`src/rtl/ntpcal_pkg.sv`:
```
// Shared types, constants and table functions for the NTP seconds to calendar converter.
package ntpcal_pkg;

   // Seconds from 1 Jan 1900 to 1 Jan 2000.
   localparam logic [31:0] EPOCH_2000_SEC = 32'd3155673600;

   // Pipeline registers between the input word and the output register.
   localparam int unsigned PIPE_DEPTH = 9;

   // Seconds per day is 128 * 675; the quotient by 675 uses a reciprocal scaled by 2^34.
   localparam logic [24:0] DAY_RECIP      = 25'd25451658;
   localparam logic [9:0]  DAY_ODD_FACTOR = 10'd675;

   // Reciprocals for hours (scaled by 2^22) and minutes (scaled by 2^16).
   localparam logic [10:0] HOUR_RECIP   = 11'd1165;
   localparam logic [11:0] SEC_PER_HOUR = 12'd3600;
   localparam logic [10:0] MIN_RECIP    = 11'd1092;
   localparam logic [5:0]  SEC_PER_MIN  = 6'd60;

   // Four-year blocks start with a leap year.
   localparam logic [10:0] DAYS_PER_QUAD = 11'd1461;
   localparam logic [3:0]  MAX_QUAD      = 4'd9;

   typedef logic [13:0] days_type;   // Days since 1 Jan 2000.
   typedef logic [16:0] sod_type;    // Second of the day.
   typedef logic [8:0]  doy_type;    // Day of the year, from zero.

   // First day of a year inside a four-year block.
   function automatic logic [10:0] year_start(input logic [1:0] yin);
      logic [10:0] start;
      case (yin)
         2'd0:    start = 11'd0;
         2'd1:    start = 11'd366;
         2'd2:    start = 11'd731;
         default: start = 11'd1096;
      endcase
      return start;
   endfunction

   // First day of a month (0 = January) within its year.
   function automatic doy_type month_start(input logic leap, input logic [3:0] mon);
      doy_type start;
      case (mon)
         4'd0:    start = 9'd0;
         4'd1:    start = 9'd31;
         4'd2:    start = 9'd59;
         4'd3:    start = 9'd90;
         4'd4:    start = 9'd120;
         4'd5:    start = 9'd151;
         4'd6:    start = 9'd181;
         4'd7:    start = 9'd212;
         4'd8:    start = 9'd243;
         4'd9:    start = 9'd273;
         4'd10:   start = 9'd304;
         default: start = 9'd334;
      endcase
      // Months after February move by one day in a leap year.
      if (leap && (mon >= 4'd2)) begin
         start = start + 9'd1;
      end
      return start;
   endfunction

endpackage

```
`src/rtl/ntp_seconds_to_calendar.sv`:
```
// Top level: NTP seconds to calendar date and time since 2000, ten-stage pipeline.
// Throughput is one word per cycle; all stages advance together and hold while
// the response register is full and not taken, so req_tready is low only then.
// Synchronous active-high reset empties the pipeline; payload registers are not reset.
module ntp_seconds_to_calendar (
   input  logic        clock,
   input  logic        reset,
   input  logic        req_tvalid,
   output logic        req_tready,
   input  logic [31:0] req_tdata,   // [31:0] ntp_seconds
   output logic        rsp_tvalid,
   input  logic        rsp_tready,
   output logic [31:0] rsp_tdata,   // [5:0] year_offset, [9:6] month_number,
                                    // [14:10] day_of_month, [19:15] hour_value,
                                    // [25:20] minute_value, [31:26] second_value
   output logic        rsp_tuser    // [0] valid_res
);
   import ntpcal_pkg::*;

   logic                  advance;
   logic [PIPE_DEPTH-1:0] stage_valid_in, stage_valid_ff;
   logic [PIPE_DEPTH-1:0] stage_flag_in, stage_flag_ff;
   days_type              days;
   sod_type               sod;
   logic [5:0]            year_offset;
   logic [3:0]            month_number;
   logic [4:0]            day_of_month;
   logic [4:0]            hour_value;
   logic [5:0]            minute_value;
   logic [5:0]            second_value;
   logic                  rsp_tvalid_in, rsp_tvalid_ff;
   logic [31:0]           rsp_tdata_in, rsp_tdata_ff;
   logic                  rsp_tuser_in, rsp_tuser_ff;

   // The whole pipeline moves when the response register is empty or drained.
   assign advance    = !rsp_tvalid_ff || rsp_tready;
   assign req_tready = advance;

   // Datapath units.
   ntpcal_day_split u_split (
      .clock       (clock),
      .advance     (advance),
      .ntp_seconds (req_tdata),
      .days        (days),
      .sod         (sod)
   );

   ntpcal_date u_date (
      .clock        (clock),
      .advance      (advance),
      .days         (days),
      .year_offset  (year_offset),
      .month_number (month_number),
      .day_of_month (day_of_month)
   );

   ntpcal_time u_time (
      .clock        (clock),
      .advance      (advance),
      .sod          (sod),
      .hour_value   (hour_value),
      .minute_value (minute_value),
      .second_value (second_value)
   );

   // Valid bits and the on-or-after-2000 flag travel with the data.
   assign stage_valid_in = {stage_valid_ff[PIPE_DEPTH-2:0], req_tvalid};
   assign stage_flag_in  = {stage_flag_ff[PIPE_DEPTH-2:0], (req_tdata >= EPOCH_2000_SEC)};

   always_ff @(posedge clock) begin
      if (reset) begin
         stage_valid_ff <= '0;
      end else if (advance) begin
         stage_valid_ff <= stage_valid_in;
      end
   end

   always_ff @(posedge clock) begin
      if (advance) begin
         stage_flag_ff <= stage_flag_in;
      end
   end

   // Response register; times before 2000 give an all-zero word.
   always_comb begin
      rsp_tvalid_in = stage_valid_ff[PIPE_DEPTH-1];
      rsp_tuser_in  = stage_flag_ff[PIPE_DEPTH-1];
      rsp_tdata_in  = '0;
      if (rsp_tuser_in) begin
         rsp_tdata_in = {second_value, minute_value, hour_value,
                         day_of_month, month_number, year_offset};
      end
   end

   always_ff @(posedge clock) begin
      if (reset) begin
         rsp_tvalid_ff <= 1'b0;
      end else if (advance) begin
         rsp_tvalid_ff <= rsp_tvalid_in;
      end
   end

   always_ff @(posedge clock) begin
      if (advance) begin
         rsp_tdata_ff <= rsp_tdata_in;
         rsp_tuser_ff <= rsp_tuser_in;
      end
   end

   assign rsp_tvalid = rsp_tvalid_ff;
   assign rsp_tdata  = rsp_tdata_ff;
   assign rsp_tuser  = rsp_tuser_ff;

   // A word flagged as before 2000 carries no date or time.
   assert property (@(posedge clock) disable iff (reset)
      (rsp_tvalid_ff && !rsp_tuser_ff) |-> (rsp_tdata_ff == 32'd0))
      else $error("pre-2000 response word is not zero");

   // A dated word holds a month and day in range and a year no later than 2036.
   assert property (@(posedge clock) disable iff (reset)
      (rsp_tvalid_ff && rsp_tuser_ff) |->
         ((rsp_tdata_ff[9:6] >= 4'd1) && (rsp_tdata_ff[9:6] <= 4'd12) &&
          (rsp_tdata_ff[14:10] >= 5'd1) && (rsp_tdata_ff[5:0] <= 6'd36)))
      else $error("date field out of range");

   // February never reaches day 30.
   assert property (@(posedge clock) disable iff (reset)
      (rsp_tvalid_ff && rsp_tuser_ff && (rsp_tdata_ff[9:6] == 4'd2)) |->
         (rsp_tdata_ff[14:10] <= 5'd29))
      else $error("February day out of range");

   // Time fields stay inside their ranges after the correction steps.
   assert property (@(posedge clock) disable iff (reset)
      (rsp_tvalid_ff && rsp_tuser_ff) |->
         ((rsp_tdata_ff[19:15] <= 5'd23) && (rsp_tdata_ff[25:20] <= 6'd59) &&
          (rsp_tdata_ff[31:26] <= 6'd59)))
      else $error("time field out of range");

   // Reset leaves no response pending.
   assert property (@(posedge clock) $past(reset) |-> !rsp_tvalid_ff)
      else $error("response valid right after reset");

endmodule

```
`src/rtl/ntpcal_day_split.sv`:
```
// Splits NTP seconds into a day count since 2000 and the second of the day over four stages.
module ntpcal_day_split (
   input  logic                clock,
   input  logic                advance,
   input  logic [31:0]         ntp_seconds,
   output ntpcal_pkg::days_type days,
   output ntpcal_pkg::sod_type  sod
);
   import ntpcal_pkg::*;

   logic [30:0] rem;
   logic [23:0] q1_in, q1_ff, s2_q1_ff;
   logic [6:0]  lo_in, lo_ff, s2_lo_ff, s3_lo_ff;
   logic [48:0] prod;
   days_type    qe_ff, s3_qe_ff;
   logic [23:0] back;
   logic [23:0] diff;
   logic [10:0] r0_ff;
   days_type    days_in, days_ff;
   logic [9:0]  r_fix;
   sod_type     sod_in, sod_ff;

   // Stage 1: offset to 2000; earlier times are forced to zero.
   // Seconds since 2000 stay below 2^31 over the whole input range.
   always_comb begin
      rem   = 31'(ntp_seconds - EPOCH_2000_SEC);
      q1_in = '0;
      lo_in = '0;
      if (ntp_seconds >= EPOCH_2000_SEC) begin
         q1_in = rem[30:7];
         lo_in = rem[6:0];
      end
   end

   always_ff @(posedge clock) begin
      if (advance) begin
         q1_ff <= q1_in;
         lo_ff <= lo_in;
      end
   end

   // Stage 2: quotient estimate by 675, never high and at most one low.
   assign prod = 49'(q1_ff) * 49'(DAY_RECIP);

   always_ff @(posedge clock) begin
      if (advance) begin
         qe_ff    <= prod[47:34];
         s2_q1_ff <= q1_ff;
         s2_lo_ff <= lo_ff;
      end
   end

   // Stage 3: remainder of the estimate, below twice the divisor.
   assign back = 24'(qe_ff) * 24'(DAY_ODD_FACTOR);
   assign diff = s2_q1_ff - back;

   always_ff @(posedge clock) begin
      if (advance) begin
         r0_ff    <= diff[10:0];
         s3_qe_ff <= qe_ff;
         s3_lo_ff <= s2_lo_ff;
      end
   end

   // Stage 4: one correction step gives the day and the second of the day.
   always_comb begin
      days_in = s3_qe_ff;
      r_fix   = r0_ff[9:0];
      if (r0_ff >= 11'(DAY_ODD_FACTOR)) begin
         days_in = s3_qe_ff + 14'd1;
         r_fix   = 10'(r0_ff - 11'(DAY_ODD_FACTOR));
      end
      sod_in = {r_fix, s3_lo_ff};
   end

   always_ff @(posedge clock) begin
      if (advance) begin
         days_ff <= days_in;
         sod_ff  <= sod_in;
      end
   end

   assign days = days_ff;
   assign sod  = sod_ff;

endmodule

```
`src/rtl/ntpcal_date.sv`:
```
// Turns a day count since 2000 into year offset, month and day over five stages.
module ntpcal_date (
   input  logic                 clock,
   input  logic                 advance,
   input  ntpcal_pkg::days_type days,
   output logic [5:0]           year_offset,
   output logic [3:0]           month_number,
   output logic [4:0]           day_of_month
);
   import ntpcal_pkg::*;

   logic [3:0]  quad_in, quad_ff, s6_quad_ff;
   days_type    s5_days_ff;
   logic [14:0] quad_base;
   logic [14:0] dq_full;
   logic [10:0] dq_ff;
   logic [1:0]  yin;
   logic [10:0] doy_full;
   doy_type     doy_ff, s8_doy_ff;
   logic        leap_ff, s8_leap_ff;
   logic [5:0]  year_ff, s8_year_ff, s9_year_ff;
   logic [3:0]  mon_in, mon_ff;
   doy_type     dom_full;
   logic [3:0]  month_ff;
   logic [4:0]  day_ff;

   // Stage 5: count the four-year block boundaries already passed.
   always_comb begin
      quad_in = '0;
      for (int k = 1; k <= int'(MAX_QUAD); k++) begin
         if (15'(days) >= 15'(k) * 15'(DAYS_PER_QUAD)) begin
            quad_in = quad_in + 4'd1;
         end
      end
   end

   always_ff @(posedge clock) begin
      if (advance) begin
         quad_ff    <= quad_in;
         s5_days_ff <= days;
      end
   end

   // Stage 6: day within the four-year block.
   assign quad_base = 15'(quad_ff) * 15'(DAYS_PER_QUAD);
   assign dq_full   = 15'(s5_days_ff) - quad_base;

   always_ff @(posedge clock) begin
      if (advance) begin
         dq_ff      <= dq_full[10:0];
         s6_quad_ff <= quad_ff;
      end
   end

   // Stage 7: year inside the block and day of the year.
   always_comb begin
      yin = 2'd0;
      if (dq_ff >= year_start(2'd1)) yin = 2'd1;
      if (dq_ff >= year_start(2'd2)) yin = 2'd2;
      if (dq_ff >= year_start(2'd3)) yin = 2'd3;
      doy_full = dq_ff - year_start(yin);
   end

   always_ff @(posedge clock) begin
      if (advance) begin
         doy_ff  <= doy_full[8:0];
         leap_ff <= (yin == 2'd0);
         year_ff <= {s6_quad_ff, 2'b00} + 6'(yin);
      end
   end

   // Stage 8: month by comparing against the month starts.
   always_comb begin
      mon_in = '0;
      for (int k = 1; k < 12; k++) begin
         if (doy_ff >= month_start(leap_ff, 4'(k))) begin
            mon_in = mon_in + 4'd1;
         end
      end
   end

   always_ff @(posedge clock) begin
      if (advance) begin
         mon_ff     <= mon_in;
         s8_doy_ff  <= doy_ff;
         s8_leap_ff <= leap_ff;
         s8_year_ff <= year_ff;
      end
   end

   // Stage 9: day of the month, both counted from one.
   assign dom_full = s8_doy_ff - month_start(s8_leap_ff, mon_ff) + 9'd1;

   always_ff @(posedge clock) begin
      if (advance) begin
         day_ff     <= dom_full[4:0];
         month_ff   <= mon_ff + 4'd1;
         s9_year_ff <= s8_year_ff;
      end
   end

   assign year_offset  = s9_year_ff;
   assign month_number = month_ff;
   assign day_of_month = day_ff;

endmodule

```
`src/rtl/ntpcal_time.sv`:
```
// Turns the second of the day into hour, minute and second over five stages.
module ntpcal_time (
   input  logic                clock,
   input  logic                advance,
   input  ntpcal_pkg::sod_type sod,
   output logic [4:0]          hour_value,
   output logic [5:0]          minute_value,
   output logic [5:0]          second_value
);
   import ntpcal_pkg::*;

   logic [27:0] hprod;
   logic [4:0]  he_ff, s6_he_ff;
   sod_type     s5_sod_ff;
   logic [16:0] hdiff;
   logic [12:0] hr0_ff;
   logic [4:0]  hour_in, hour_ff, s8_hour_ff, s9_hour_ff;
   logic [11:0] srem_in, srem_ff, s8_srem_ff;
   logic [22:0] mprod;
   logic [5:0]  me_ff, s9_me_ff;
   logic [11:0] sdiff;
   logic [6:0]  sr0_ff;

   // Stage 5: hour estimate, never high and at most one low.
   assign hprod = 28'(sod) * 28'(HOUR_RECIP);

   always_ff @(posedge clock) begin
      if (advance) begin
         he_ff     <= hprod[26:22];
         s5_sod_ff <= sod;
      end
   end

   // Stage 6: seconds left over after the estimated hours.
   assign hdiff = s5_sod_ff - 17'(17'(he_ff) * 17'(SEC_PER_HOUR));

   always_ff @(posedge clock) begin
      if (advance) begin
         hr0_ff   <= hdiff[12:0];
         s6_he_ff <= he_ff;
      end
   end

   // Stage 7: one correction step fixes the hour.
   always_comb begin
      hour_in = s6_he_ff;
      srem_in = hr0_ff[11:0];
      if (hr0_ff >= 13'(SEC_PER_HOUR)) begin
         hour_in = s6_he_ff + 5'd1;
         srem_in = 12'(hr0_ff - 13'(SEC_PER_HOUR));
      end
   end

   always_ff @(posedge clock) begin
      if (advance) begin
         hour_ff <= hour_in;
         srem_ff <= srem_in;
      end
   end

   // Stage 8: minute estimate from the second of the hour.
   assign mprod = 23'(srem_ff) * 23'(MIN_RECIP);

   always_ff @(posedge clock) begin
      if (advance) begin
         me_ff      <= mprod[21:16];
         s8_srem_ff <= srem_ff;
         s8_hour_ff <= hour_ff;
      end
   end

   // Stage 9: seconds left over after the estimated minutes.
   assign sdiff = s8_srem_ff - 12'(12'(me_ff) * 12'(SEC_PER_MIN));

   always_ff @(posedge clock) begin
      if (advance) begin
         sr0_ff     <= sdiff[6:0];
         s9_me_ff   <= me_ff;
         s9_hour_ff <= s8_hour_ff;
      end
   end

   // Final correction of minute and second, ahead of the output register.
   always_comb begin
      minute_value = s9_me_ff;
      second_value = sr0_ff[5:0];
      if (sr0_ff >= 7'(SEC_PER_MIN)) begin
         minute_value = s9_me_ff + 6'd1;
         second_value = 6'(sr0_ff - 7'(SEC_PER_MIN));
      end
   end

   assign hour_value = s9_hour_ff;

endmodule
```
`config.mk`:
```
export PLATFORM = sky130hd
export DESIGN_NAME = ntp_seconds_to_calendar
export DESIGN_NICKNAME = d
export VERILOG_FILES = /design/src/rtl/ntpcal_pkg.sv /design/src/rtl/ntp_seconds_to_calendar.sv /design/src/rtl/ntpcal_day_split.sv /design/src/rtl/ntpcal_date.sv /design/src/rtl/ntpcal_time.sv
export SDC_FILE = /design/constraint.sdc
export NUM_CORES = 1
export LEC_CHECK = 0
export BUFFER_PORTS_ARGS = -buffer_cell sky130_fd_sc_hd__buf_2
export CAP_MARGIN = 0
export CORE_MARGIN = 3
export CORE_UTILIZATION = 40
export CTS_BUF_LIST = sky130_fd_sc_hd__clkbuf_8
export DETAILED_ROUTE_END_ITERATION = 7
export PLACE_DENSITY = 0.57
export SETUP_SLACK_MARGIN = 0.2
export SLEW_MARGIN = 20
export SYNTH_ARGS = -nofsm -noshare
export SYNTH_HDL_FRONTEND = slang
export SYNTH_HIERARCHICAL = 1
export SYNTH_SLANG_ARGS = --single-unit
```
`constraint.sdc`:
```
create_clock -name clock -period 17.15 [get_ports clock]
set_input_delay 2.5725 -clock clock [delete_from_list [all_inputs] [get_ports clock]]
set_output_delay 2.5725 -clock clock [all_outputs]
set_load 0.01 [all_outputs]
```
=== Word-level counts from Yosys, hierarchy flattened ===
Memories as Yosys holds them, arrays and structs flattened. A register that Yosys moved wholly into a read port is not among the register bits.
Cells that the tools add are included.

* Memories kept: 1
* Logic and storage cells: 160
* Bits in read-only memories: 144
* Flip-flop bits (word level): 344

* Add/subtract/negate cells: 35
* Multiplexer cells: 42
* Magnitude comparators: 28
* Reduce and logical (&&, ||, !) cells: 4
* Multipliers: 7
* Equal/unequal tests: 2

{| class="wikitable"
|+ Memories
! name !! words !! bits a word !! read ports !! clocked after memory_dff !! wr ports !! RTL line !! text
|-
| (name not given) || 16 || 9 || 1 || 1 || 0 || ntpcal_pkg.sv:43 || <nowiki>case (mon)</nowiki>
|}

{| class="wikitable"
|+ Operators by type and width
! cell !! count
|-
| 2-to-1 mux 4 bit || 20
|-
| adder 4 x 1 -> 4 bit, second input constant || 17
|-
| greater-or-equal comparator 14 bit, second input constant || 4
|-
| multiplier 24 x 24 -> 47 bit, second input constant || 1
|-
| greater-or-equal comparator 14 x 13 -> 1 bit, second input constant || 3
|-
| greater-or-equal comparator 9 x 8 -> 1 bit || 4
|-
| greater-or-equal comparator 32 bit, second input constant || 1
|-
| subtractor 31 x 30 -> 31 bit, second input constant || 1
|-
| greater-or-equal comparator 9 bit || 3
|-
| multiplier 17 x 11 -> 27 bit, second input constant || 1
|-
| case mux 9 bit (3 select lines) || 1
|-
| greater-or-equal comparator 11 x 10 -> 1 bit, second input constant || 2
|-
| subtractor 11 bit || 2
|-
| multiplier 12 x 9 -> 20 bit, second input constant || 1
|-
| greater-or-equal comparator 9 x 7 -> 1 bit || 2
|-
| adder 5 x 1 -> 5 bit, second input constant || 3
|-
| adder 14 x 1 -> 14 bit, second input constant || 1
|-
| greater-or-equal comparator 14 x 11 -> 1 bit, second input constant || 1
|-
| greater-or-equal comparator 14 x 12 -> 1 bit, second input constant || 1
|-
| multiplier 14 x 10 -> 11 bit, second input constant || 1
|-
| 2-to-1 mux 14 bit || 1
|-
| greater-or-equal comparator 13 x 12 -> 1 bit, second input constant || 1
|-
| subtractor 13 bit || 1
|-
| 2-to-1 mux 12 bit || 1
|-
| 30 further kinds || 44
|}

=== Depth between registers and ports, before layout ===
Gate-level depths: netlist (run 1).

* Word-level depth: 23
* Depth in mapped cells: 33
* Gate-level depth less buffers: 33

=== Cells and area by module ===
The synthesis (run 1) kept the hierarchy.

{| class="wikitable"
|+ Modules (own cells, without submodules)
! module !! area an instance (µm²) !! times used !! sequential area each (µm²) !! cells an instance
|-
| ntpcal_day_split || 14,571.5 || 1 || 3,783.6 || 1,293
|-
| ntpcal_time || 7,313.3 || 1 || 2,672.6 || 598
|-
| ntpcal_date || 6,572.6 || 1 || 2,412.3 || 633
|-
| ntp_seconds_to_calendar || 1,891.8 || 1 || 1,461.4 || 130
|}

=== Worst setup path before layout (run 1) ===
OpenSTA, ideal clock, no wires.

* Kind: in2out
* Start: in rsp_tready
* End: out req_tready
* Setup slack: 8.253 ns
* Arrival time: 6.325 ns
* Stages on the path: 2
* Path buffers: 0
* Cell sequence: nor2b_1 > inv_2

* Longest elaborated chain between the ends: 1

{| class="wikitable"
|+ RTL lines
! what !! RTL line !! text
|-
| start, declared || ntp_seconds_to_calendar.sv:12 || <nowiki>input logic rsp_tready,</nowiki>
|-
| logical OR 1 bit || ntp_seconds_to_calendar.sv:36 || <nowiki>assign advance = !rsp_tvalid_ff || rsp_tready;</nowiki>
|-
| end, declared || ntp_seconds_to_calendar.sv:9 || <nowiki>output logic req_tready,</nowiki>
|}

Every way passes these cells.

==> impl_metrics.ini, run 1 <==
[synth]
yosysWarnings = 6
muxShareOfSynthArea_pct = 0.660
async_flop_share_pct = 0
synth_top_area_share_pct = 33.0
synth_top_cell_by_area = edfxtp_1
synthAdderAreaFrac_pct = 37.5
synthXorXnorAreaFrac_pct = 5.67
synthTopCellsByArea = edfxtp_1 33%, ha_1 23%, fa_1 14%
synth_edf_count = 334
ys_types = 103
ys_seq_area_share_pct = 34.0
syn-cell-area_um2 = 30300
synthesis.nets = 3471
ys_ff_latch = 349
synth_top_family_by_area = adder cells
synth_ff_type = edfxtp_1
synth_cells = 2654
avgSynthCellArea_um2 = 11.4
synth.most_common_cell = ha_1
synth_commonest_cells = 565 x ha_1, 480 x inv_1, 334 x edfxtp_1, 216 x fa_1, 133 x nand2_1
synth-compound-area-share_pct = 8.12
synth-simple-area-share_pct = 7.62

[sta]
slew_headroom_pct = 28.5
setup_tns_ns = 0
period_share_pct = 45.1
setup_viol = 0
finalClockSkew_ns = 0.0377
final.min_clock_period_ns = 7.73
max_freq_ghz = 0.129
rsz0062_at_grt = no
hold_viol = 0
finalMaxSlewViolations = 0
worstMarginPinSlew_ns = 1.07

[finish]
regArea_um2 = 10300
fillerInstances = 6926
final_layout_size_suffix_gt1_share_pct = 7.53
insertedDiodeCount = 0
syn_to_final_growth_pct = 9.39
finalNetCount = 3587
multi_input_area_um2 = 18100

[routing]
route.vias.total = 18800
vias_per_cell = 4.97
drt_iter0_drc = 658
drc = 0
wirelength_um = 56000
firstDrtPassIters = 5
ant_nets = 0
wl_per_cell_um = 14.8

[setup_path]
crit_buf_inv = 3
r2r.worst_path.cells = 32
crit_top_cell = ha_1
r2r-start = u_date/leap_ff
cp-start-kind = flip-flop
cp_top_family = compound AO/OA/AOI/OAI gates
cp.arrival_ns = 8.24
path_max_fanout = 7
required_ns = 17.66
worstSetupPathType = reg -> reg
cp.depth = 32
crit_path_end_kind = flip-flop
crit_start = u_date/leap_ff
slowest_stage = edfxtp_1
ff2ff_setup_slack_ns = 9.42
cpPeakStageDelay_ns = 0.45

[die]
die_w_um = 281
start_util_pct = 40.6
die_area_um2 = 79200
core_um2 = 74800
rows = 100
die_h_um = 281
num_io_pins = 71

[clock_network]
htreeDepth = 3
post_cts_buffers = 0
cts_buffers = 67
cts_resized = 0
root_buffer = clkbuf_8
clock_latency_ns = 0.62
cts.sinks = 349
path_clk_slew_ns = 0.06
ctsHoldBuffers = 0
cts_buffer_depth = 3
cts_tree = yes

[run]
drv_cap = 0

[global_routing]
overflow = 0
grt_pass1_wl_um = 94900
grt_max_degree = 209
track_usage_pct = 14.6
grt_pass1_vias = 20000
antenna_found_initial = 1

[worst_hold_path]
hold_path_depth = 0
hold_path.class = reg -> reg

[placement]
gp_congestion = 0.878
port_buffers = 70
dp_hpwl_um = 43800

[outcome]
status = completed
[final cells by class]
cell class              count  share of cell area, %
clock inverters            47                   1.26
repair buffers             73                   1.16
flip-flops and latches    349                   31.1
inverters                 481                   5.46
clock buffers              69                   2.86
multi-input cells        1798                   54.5
well taps                 969                   3.65
[worst min-delay path by stage]
stage / from / to
3_5_place_dp: stage_flag_ff[7] / stage_flag_ff[8]
2_1_floorplan: stage_flag_ff[0] / stage_flag_ff[1]
6_report: u_date/s6_quad_ff[3] / u_date/year_ff[5]
5_1_grt: u_date/s6_quad_ff[3] / u_date/year_ff[5]
4_1_cts: u_date/s6_quad_ff[3] / u_date/year_ff[5]
3_3_place_gp: u_date/year_ff[1] / u_date/s8_year_ff[1]
[cells in the final DEF, fill, tap and decap left out, types with 9 or more instances in the layout]
cell	Yosys	final
a211oi_1	12	12
a21o_1	54	54
a21oi_1	87	87
a31oi_1	14	14
and2_1	51	51
and3_1	20	20
buf_2	11	70
clkbuf_8	0	69
dfxtp_1	15	15
edfxtp_1	334	334
fa_1	216	216
ha_1	565	565
inv_1	480	497
nand2_1	133	133
nand2b_1	17	17
nand3_1	29	29
nand4_1	26	26
nor2_1	90	90
nor2b_1	16	16
nor3_1	24	24
nor4_1	9	9
o211ai_1	11	11
o21a_1	18	18
o21ai_0	55	55
o21ai_1	10	10
xnor2_1	116	116
xor2_1	67	67
[worst reg2reg max path, delay by kind of cell (launching register included)]
kind / cells / cell delay [ns]
compound gates: 11 / 2.58
fa+ha+maj: 7 / 2.00
simple gates: 7 / 1.28
mux: 3 / 0.82
flops: 1 / 0.45
buf+inv: 3 / 0.34
xor+xnor: 1 / 0.17
[per-layer routing]
layer	track usage, %	up-vias	share of wire, %
li1	-	9386	-
met1	17.1	9021	43
met2	27.3	304	52
met3	2.00	106	2.8
met4	5.06	0	2.9
met5	0	-	0
[through the flow]
stage,utilization [%],instances,area [um^2],setup WS (ns),hold slack (ns)
global placement,42.5,3670,31800,9.73,0.401
CTS,44.4,3786,33200,9.52,0.401
detailed placement,42.5,3670,31800,9.56,0.405
finish,44.4,3786,33200,9.42,0.405
global route,44.4,3786,33200,8.96,0.404
floorplan,-,2654,30300,8.25,0.400
[logic make-up (layout without fill, tap and decap cells)]
logic type      after synthesis  in the layout
flops                       349            349
xor+xnor                    189            189
fa+ha+maj                   781            781
mux                          18             18
simple gates                455            455
compound gates              355            355
buf+inv                     507            670
[sequential cells by signal, indices dropped and copies added, names as in the netlist, 9 cells and up, named ones only]
| signal | flops |
|---|---|
| u_split/q1_ff | 24 |
| stage_flag_ff | 9 |
| u_split/r0_ff | 11 |
| u_split/sod | 17 |
| u_date/s5_days_ff | 11 |
| rsp_tdata | 32 |
| u_date/dq_ff | 11 |
| u_time/s5_sod_ff | 13 |
| u_split/days | 14 |
| u_split/s2_q1_ff | 11 |
| u_split/s3_qe_ff | 14 |
| u_time/hr0_ff | 13 |
| u_split/qe_ff | 14 |
| u_time/srem_ff | 12 |
| u_date/doy_ff | 9 |
| stage_valid_ff | 9 |
Power of run 1 is left out: the tool's default activity adds up to more than one toggle a clock period on the data nets, which glitch-free logic cannot reach.
==> run 2, diff against run 1 <==
ABC_AREA = 1   (was not set)
PLACE_DENSITY = 0.59   (was 0.57)
clock period = 6.8 ns   (was 17.15 ns; I/O delays follow)
==> run 2 against run 1 <==
Die area increased by 10%. Sequential cell count unchanged. Core utilization about the same. Routed wire length increased by 16%. Cell area increased by 10%. Global-route usage increased by 1.1 points. Highest routed layer unchanged.
==> impl_metrics.ini, run 2 <==
[synth]
async_flop_share_pct = 0
synth_cells = 3672
synth_top_area_share_pct = 30.0
synth_commonest_cells = 800 x inv_1, 704 x nand2_1, 565 x ha_1, 334 x edfxtp_1, 234 x nor2_1
synth.most_common_cell = inv_1
ys_types = 61
yosysWarnings = 6
synth_ff_type = edfxtp_1
synthTopCellsByArea = edfxtp_1 30%, ha_1 21%, fa_1 13%
synth_top_cell_by_area = edfxtp_1
synthesis.nets = 4489
synth_edf_count = 334
avgSynthCellArea_um2 = 9.12
ys_seq_area_share_pct = 30.9
syn-cell-area_um2 = 33500
ys_ff_latch = 349

[sta]
worstMarginPinSlew_ns = 1.02
setup_viol = 0
period_share_pct = 91.6
hold_viol = 0
setup_tns_ns = 0
finalMaxSlewViolations = 0
slew_headroom_pct = 31.9
finalClockSkew_ns = 0.0348
rsz0062_at_grt = no
max_freq_ghz = 0.161
holdWs_ns = 0.405
final.min_clock_period_ns = 6.23

[setup_path]
cp_top_family = simple AND/OR/NAND/NOR gates
crit_path_end_kind = flip-flop
required_ns = 7.36
cp.arrival_ns = 6.78
cp-start-kind = flip-flop
slowest_stage = edfxtp_1
crit_buf_inv = 7
worstSetupPathType = reg -> reg
crit_top_cell = nand2_1
path_max_fanout = 4
cpPeakStageDelay_ns = 0.42
cp.depth = 42
r2r.worst_path.cells = 42

[placement]
place_inst = 4814
port_buffers = 70
dp_hpwl_um = 52700
gp_congestion = 0.909

[global_routing]
grt_max_degree = 175
grt_pass1_vias = 23800
antenna_found_initial = 2
grt_pass1_wl_um = 112000
track_usage_pct = 15.7
overflow = 0

[die]
num_io_pins = 71
die_area_um2 = 87200
die_h_um = 295
start_util_pct = 40.6
die_w_um = 295
core_um2 = 82500
rows = 105

[finish]
final_layout_size_suffix_gt1_share_pct = 8.30
largest_register_ffs = 32
final_cells = 4940
syn_to_final_growth_pct = 9.45
mostFrequentLayoutCells = 814 x inv_1, 694 x nand2_1, 560 x ha_1, 334 x edfxtp_1, 233 x nor2_1
final_common_cell = inv_1
final_util_pct = 44.4
finalNetCount = 4638
fillerInstances = 8067

[clock_network]
htreeDepth = 3
clock_latency_ns = 0.67
cts_buffers = 66
cts_buffer_depth = 3
cts.sinks = 349
cts_tree = yes
path_clk_slew_ns = 0.05
root_buffer = clkbuf_8

[routing]
wl_met2_um = 32600
drt_iter0_drc = 910
vias_per_cell = 4.70
dr_wl_met3_um = 1640
top_layer = met4
wl_per_cell_um = 13.2
drc = 0
firstDrtPassIters = 5
wl_met1_um = 29200
wirelength_um = 65100
route.vias.total = 23200
ant_nets = 0

[run]
drv_cap = 0

[outcome]
status = completed

[worst_hold_path]
hold_path.class = reg -> reg
hold_path_depth = 0
==> run 2: logic make-up after synthesis <==
group	count (synthesis)	share of synthesized area [%]
AO/OA/AOI/OAI	308	5.30
XOR/XNOR	131	3.52
multiplexers	1	0.0336
AND/OR/NAND/NOR	1264	16.6
adder cells (fa/ha/maj)	781	34.0
flip-flops	349	30.9
buffers and inverters	838	9.63
==> run 2: worst paths after layout <==
| kind | startpoint | end | slack (ns) |
|---|---|---|---|
| worst max-delay path | u_date/leap_ff | flip-flop | 0.57 |
| worst min-delay path | u_time/hour_ff[1] | u_time/s8_hour_ff[1] | 0.41 |
| worst max register to register | u_date/leap_ff | flip-flop | 0.57 |
| worst min register to register | u_time/hour_ff[1] | u_time/s8_hour_ff[1] | 0.41 |
==> run 2: per-stage QoR <==
step	cell area (um^2)	setup WS (ns)
2_1_floorplan	33500	0.472
3_3_place_gp	35200	0.269
3_5_place_dp	35200	0.163
4_1_cts	36400	0.204
5_1_grt	36600	0.190
6_report	36600	0.571
==> run 2: final cells by class <==
cell class	instances	area, um^2	share of cell area [%]
Multi-Input combinational cell	2485	20000	54.7
Clock inverter	48	314	0.857
Sequential cell	349	10300	28.2
Timing Repair Buffer	99	593	1.62
Inverter	820	3090	8.43
Antenna cell	2	5.00	0.0137
Tap cell	1070	1340	3.65
Clock buffer	67	922	2.52
==> run 2: metal layers <==
layer,global-route usage (%),vias up
li1,-,12100
met1,19.1,10700
met2,28.8,280
met3,2.24,100
met4,4.69,0
met5,0,-
==> run 2: worst reg2reg max path, delay by kind of cell, from the launching register on <==
kind                     cells  cell delay (ns)
flip-flops                   1             0.42
adder cells (fa/ha/maj)      7             1.75
AND/OR/NAND/NOR             26             2.89
buffers and inverters        7             0.67
AO/OA/AOI/OAI                2             0.40
==> run 2: timing repair <==
| action | CTS | global route |
|---|---|---|
| hold buffers | 0 | 0 |
| buffers inserted | 0 | 9 |
| pin swaps | 0 | 10 |
| setup endpoints to repair | 3 | 6 |
| resized for setup | 1 | 29 |
Power of run 2 is left out for the same reason.
